[src/sv/pbb_pkg.sv]
// Package for the PID bang-bang controller: widths, reset values, register
// indexes and the configuration struct shared by pbb_csr, pbb_law and the top level.
// Depends on nothing.
package pbb_pkg;

   localparam int SAMPLE_BITS = 10;
   localparam int GAIN_BITS   = 16;
   localparam int LIMIT_BITS  = 10;
   localparam int LEVEL_BITS  = 10;
   localparam int TERM_BITS   = 28;
   localparam int CSR_INDEX_BITS = 3;
   localparam int CSR_DATA_BITS  = 16;

   // The accumulator must hold any clamp value and any single error.
   localparam int ACC_BITS  = ((SAMPLE_BITS > LIMIT_BITS) ? SAMPLE_BITS : LIMIT_BITS) + 1;
   localparam int ERR_BITS  = SAMPLE_BITS + 1;
   localparam int PROD_BITS = ACC_BITS + GAIN_BITS + 1;
   localparam int SUM_BITS  = PROD_BITS + 2;

   localparam logic [GAIN_BITS-1:0]   PROP_GAIN_RESET   = GAIN_BITS'(4829);
   localparam logic [GAIN_BITS-1:0]   INTEG_GAIN_RESET  = GAIN_BITS'(4348);
   localparam logic [GAIN_BITS-1:0]   DERIV_GAIN_RESET  = GAIN_BITS'(3373);
   localparam logic [LIMIT_BITS-1:0]  INTEG_LIMIT_RESET = LIMIT_BITS'(25);
   localparam logic [LEVEL_BITS-1:0]  DRIVE_HIGH_RESET  = LEVEL_BITS'(1023);
   localparam logic [SAMPLE_BITS-1:0] LAST_MEAS_RESET   = SAMPLE_BITS'(1000);

   localparam logic signed [SUM_BITS-1:0] TERM_MAX = SUM_BITS'(2 ** (TERM_BITS - 1) - 1);
   localparam logic signed [SUM_BITS-1:0] TERM_MIN = -TERM_MAX - SUM_BITS'(1);

   typedef enum logic [CSR_INDEX_BITS-1:0] {
      CSR_PROP_GAIN   = 3'd0,
      CSR_INTEG_GAIN  = 3'd1,
      CSR_DERIV_GAIN  = 3'd2,
      CSR_INTEG_LIMIT = 3'd3,
      CSR_DRIVE_HIGH  = 3'd4
   } csr_index_type;

   typedef struct packed {
      logic [GAIN_BITS-1:0]  prop_gain;
      logic [GAIN_BITS-1:0]  integ_gain;
      logic [GAIN_BITS-1:0]  deriv_gain;
      logic [LIMIT_BITS-1:0] integ_limit;
      logic [LEVEL_BITS-1:0] drive_high;
   } cfg_type;

endpackage

[src/sv/pbb_csr.sv]
// Configuration registers of the PID bang-bang controller (gains, clamp,
// output level). Depends on pbb_pkg.
module pbb_csr (
   input  logic                                clock,
   input  logic                                reset,
   input  logic                                csr_wr_en,
   input  logic [pbb_pkg::CSR_INDEX_BITS-1:0]  csr_index,
   input  logic [pbb_pkg::CSR_DATA_BITS-1:0]   csr_wdata,
   output pbb_pkg::cfg_type                    cfg
);

   pbb_pkg::cfg_type cfg_ff;
   pbb_pkg::cfg_type cfg_in;

   always_comb begin
      cfg_in = cfg_ff;
      if (csr_wr_en) begin
         unique case (pbb_pkg::csr_index_type'(csr_index))
            pbb_pkg::CSR_PROP_GAIN:   cfg_in.prop_gain  = csr_wdata[pbb_pkg::GAIN_BITS-1:0];
            pbb_pkg::CSR_INTEG_GAIN:  cfg_in.integ_gain = csr_wdata[pbb_pkg::GAIN_BITS-1:0];
            pbb_pkg::CSR_DERIV_GAIN:  cfg_in.deriv_gain = csr_wdata[pbb_pkg::GAIN_BITS-1:0];
            pbb_pkg::CSR_INTEG_LIMIT: cfg_in.integ_limit = csr_wdata[pbb_pkg::LIMIT_BITS-1:0];
            pbb_pkg::CSR_DRIVE_HIGH:  cfg_in.drive_high = csr_wdata[pbb_pkg::LEVEL_BITS-1:0];
            default: cfg_in = cfg_ff;
         endcase
      end
   end

   always_ff @(posedge clock) begin
      if (reset) begin
         cfg_ff.prop_gain   <= pbb_pkg::PROP_GAIN_RESET;
         cfg_ff.integ_gain  <= pbb_pkg::INTEG_GAIN_RESET;
         cfg_ff.deriv_gain  <= pbb_pkg::DERIV_GAIN_RESET;
         cfg_ff.integ_limit <= pbb_pkg::INTEG_LIMIT_RESET;
         cfg_ff.drive_high  <= pbb_pkg::DRIVE_HIGH_RESET;
      end else begin
         cfg_ff <= cfg_in;
      end
   end

   assign cfg = cfg_ff;

endmodule

[config.mk]
export PLATFORM = sky130hd
export DESIGN_NAME = pbb_csr
export DESIGN_NICKNAME = d
export VERILOG_FILES = /design/src/sv/pbb_pkg.sv /design/src/sv/pbb_csr.sv
export SDC_FILE = /design/constraint.sdc
export NUM_CORES = 1
export LEC_CHECK = 0
export BUFFER_PORTS_ARGS = -buffer_cell sky130_fd_sc_hd__buf_2
export CAP_MARGIN = 30
export CORE_MARGIN = 2
export CORE_UTILIZATION = 25
export DETAILED_ROUTE_END_ITERATION = 16
export PLACE_DENSITY = 0.52
export SLEW_MARGIN = 10
export SYNTH_ARGS = -nofsm -noshare
export SYNTH_HDL_FRONTEND = slang
export SYNTH_SLANG_ARGS = --single-unit
[constraint.sdc]
create_clock -name clock -period 1.5 [get_ports clock]
set_clock_uncertainty 0.1 [all_clocks]
set_input_delay 0.15 -clock clock [delete_from_list [all_inputs] [get_ports clock]]
set_output_delay 0.15 -clock clock [all_outputs]
set_load 0.02 [all_outputs]
=== After elaboration in Yosys (flattened, before gate mapping) ===
Cells that the tools add are included.

* Equality and inequality tests: 4
* Reduce and logical (&&, ||, !) cells: 6

{| class="wikitable"
|+ Operators by type and width
! cell !! number
|-
| $reduce_and 2->1 || 5
|-
| $eq 3x2->1 const B || 2
|-
| $eq 3x1->1 const B || 1
|-
| $eq 3x3->1 const B || 1
|-
| $logic_not 3->1 || 1
|}

* Bits in registers: 68
* Input bits: 22
* Output and inout port bits: 68
* Logic and storage cells: 15

=== Logic depth before layout (Yosys ltp) ===
* Depth in word-level cells: 2
* Mapped depth: 4
* Gate-level depth less buffers: 2

=== Worst setup path before layout ===
OpenSTA, ideal clock, no wires.

* Path kind: input-to-reg
* From: input csr_index[0] in the netlist's numbering
* To: register cfg_ff, in the netlist cfg[58]
* Library setup time: 0.123 ns
* Arrival time: 0.949 ns
* Data required time: 1.277 ns
* Slack: 0.328 ns
* Stages on the path: 3
* Buffers on the path: 1
* Cells stage by stage: or4b_1 buf_6 mux2i_1

* Word-level cells in the longest chain between the ends: 2

{| class="wikitable"
|+ Ends and longest elaborated chain
! item !! RTL line !! RTL
|-
| from (decl) || pbb_csr.sv:7 || <nowiki>input logic [pbb_pkg::CSR_INDEX_BITS-1:0] csr_index,</nowiki>
|-
| $logic_not 3->1 || pbb_csr.sv:18 || <nowiki>unique case (pbb_pkg::csr_index_type'(csr_index))</nowiki>
|-
| $reduce_and 2->1 (no source line) || -- ||
|-
| to (signal assigned) || pbb_csr.sv:37 || <nowiki>cfg_ff <= cfg_in;</nowiki>
|-
| to (decl) || pbb_csr.sv:12 || <nowiki>pbb_pkg::cfg_type cfg_ff;</nowiki>
|}

Every way passes these cells.
A chain may end at the register's enable or synchronous reset.

=== Worst setup path in the final report ===
* From: register cfg_ff, in the netlist cfg[45]
* To: output cfg[45] in the netlist's numbering

{| class="wikitable"
|+ RTL lines
! item !! RTL line !! RTL
|-
| to (decl) || pbb_csr.sv:9 || <nowiki>output pbb_pkg::cfg_type cfg</nowiki>
|}

No word-level cell between the ends.

==> impl_metrics.ini <==
[power_and_ir_drop]
p_total_w = 0.00355
power_density_mw_per_mm2 = 971
p_leak_nw = 1.73
ir_worst_vdd_mv = 0.357

[floorplanning]
die_w_um = 108
core_mm2 = 0.0107
fp.dieH_um = 108
design.die.area_mm2 = 0.0117
io_pins = 90
rows = 38
start_util_pct = 25.3

[setup_path]
cp.depth = 1
crit_path_max_fanout = 2
critPathArrivalTime_ns = 0.87
path_delay_family = flip-flops
end_kind = output pin
required_ns = 1.25
critPathMaxStageDelay_ns = 0.36
cp-start-kind = flop
worstRegToRegCells = 2
path_buf_inv = 1
critPathKind = reg -> out
slowest_stage = dfxtp_1
worstPathCellList = buf_2

[routing]
ant_nets = 0
routed_wl_um = 6910
dr_total_vias = 2093
drt_first_pass_iters = 4
route.detailed.drc = 0
wire_per_inst_um = 13.6
drtIter0Drc = 59
vias_per_cell = 4.10

[sta]
hold_viol_final = 0
fmax_mhz = 889
slew_headroom_pct = 75.6
tns_ns = 0
period_minus_slack_ns = 1.12
tightest_slew_ns = 0.364
setup_viol = 0
fin_crit_sh_pct = 75.0
timing.final.ws_setup_ns = 0.375
rsz0062_at_grt = no
slew_viol_final = 0

[clocking]
cts_buffers = 9
cts.reportedPaths.clkPinSlew_ns = 0.08
htree_num_levels = 3
cts_root_buf = clkbuf_8
cts_setup_buffers = 0
cts_hold_buf = 11
clockBufferDepth = 2
tritoncts = done
cts_sinks = 68
cts_resized = 0
clock_latency_ns = 0.34

[synth]
syn_inst = 258
synth_warnings = 0
synth_top_area_share_pct = 50.3
syn_avg_cell_area_um2 = 10.5
yosysUniqueCellTypes = 14
synth_area_leader_cell = dfxtp_1
syn_area_mm2 = 0.00271
ys_seq_elements = 68
synth_area_leaders = dfxtp_1 (50%), mux2i_1 (25%), nand2b_1 (11%), nor2_1 (6.7%), clkbuf_1 (1.5%)
synth_seq_area_share_pct = 50.3
syn_nets = 280

[finish]
nNetsFinal = 387
num_antenna_cells = 0
drive_above_1_share_pct = 32.4
largest_reg_flops = 68
areaGrowthSynthToFinish_pct = 35.1

[run]
max-cap-violations = 0

[global_routing]
grt_max_degree = 62
grt_antenna_before_repair = 0
grt_pass1_wl_um = 10300
grt_pass1_vias = 1880
grt.total_usage_pct = 11.9
grt_overflow = 0

[hold_path]
hold-path-cell-count = 3
hold_class = in -> reg

[placed_design]
place_congestion = 0.695
portBuffers = 89
pre_cts_slack_ns = 0.127
place_hpwl_um = 4850

[run_status]
status = finished, final reports clean
## worst reg2reg max path, delay by kind of cell (launching register included)
family           cells  cell delay [ns]
AND/OR/NAND/NOR      1             0.11
multiplexers         1             0.08
flip-flops           1             0.31
## logic make-up (layout without fill, tap and decap cells)
family        Yosys count  after routing  synth area share (%)
buf+inv                17            129                  2.86
simple gates          105            105                  21.8
flops                  68             68                  50.3
mux                    68             68                  25.1
## per-stage QoR
| stage | utilization [%] | std cells | instance area [µm²] | hold slack (ns) |
|---|---|---|---|---|
| floorplan | - | 258 | 2710 | 0.205 |
| global placement | 31.6 | 483 | 3380 | 0.325 |
| detailed placement | 31.6 | 483 | 3380 | 0.333 |
| CTS | 34.2 | 510 | 3660 | 0.00448 |
| global route | 34.2 | 510 | 3660 | 0.0112 |
| finish | 34.2 | 510 | 3660 | 0.0199 |
## metal layers
layer | global-route usage, % | share of wire (%) | up-vias
met2 | 16.8 | 42 | 51
met3 | 5.00 | 6.5 | 8
li1 | - | - | 1069
met1 | 16.4 | 50 | 965
met4 | 4.12 | 1.2 | 0
met5 | 0 | 0 | -
## area by class of cell
type                       count  area [µm²]
clock buffer                  11         141
clock inverter                 5        27.5
fill                        1122        7040
multi-input combinational    173        1280
sequential                    68        1360
tap                          140         175
timing repair buffer         113         678
## path summary, 6_finish.rpt
path,start,endpoint,slack (ns)
worst max-delay path,cfg[45]$_SDFFE_PP0P_,cfg[45],0.38
worst min-delay path,csr_wdata[13],cfg[65]$_SDFFE_PP0P_,0.02
worst max register to register,cfg[55]$_SDFFE_PP1P_,cfg[55]$_SDFFE_PP1P_,0.78
worst min register to register,cfg[36]$_SDFFE_PP0P_,cfg[36]$_SDFFE_PP0P_,0.37
## cell usage in the layout, fill, tap and decap left out
| master | n |
|---|---|
| nand4bb_1 | 3 |
| buf_4 | 11 |
| clkbuf_8 | 10 |
| dfxtp_1 | 68 |
| nor4bb_2 | 1 |
| and4bb_2 | 1 |
| buf_12 | 2 |
| clkinv_2 | 4 |
| clkinvlp_4 | 1 |
| buf_2 | 89 |
| nand4b_1 | 1 |
| dlygate4sd3_1 | 11 |
| mux2i_1 | 68 |
| and4b_1 | 1 |
| nor4b_4 | 1 |
| or4b_1 | 1 |
| clkbuf_1 | 1 |
| nand2b_1 | 48 |
| nor2_1 | 48 |
## power by group
| group | leakage (nW) | internal (W) | switching, W | total [W] |
|---|---|---|---|---|
| Clock | 0.0889 | 0.000634 | 0.000695 | 0.00133 |
| Combinational | 1.08 | 0.000160 | 0.000198 | 0.000358 |
| Sequential | 0.552 | 0.00184 | 0.0000204 | 0.00187 |
| Total | 1.73 | 0.00264 | 0.000914 | 0.00355 |
## Yosys cell counts
cell and count:
buf_2 5, nand4bb_1 3, nand2b_1 48, mux2i_1 68, and4bb_2 1, nor4bb_1 1, buf_6 1, nand4b_1 1
nor2_1 48, or4b_1 1, and4b_1 1, clkbuf_1 11, nor4b_4 1, dfxtp_1 68
Note: power is estimated with default switching activity, not from simulation.
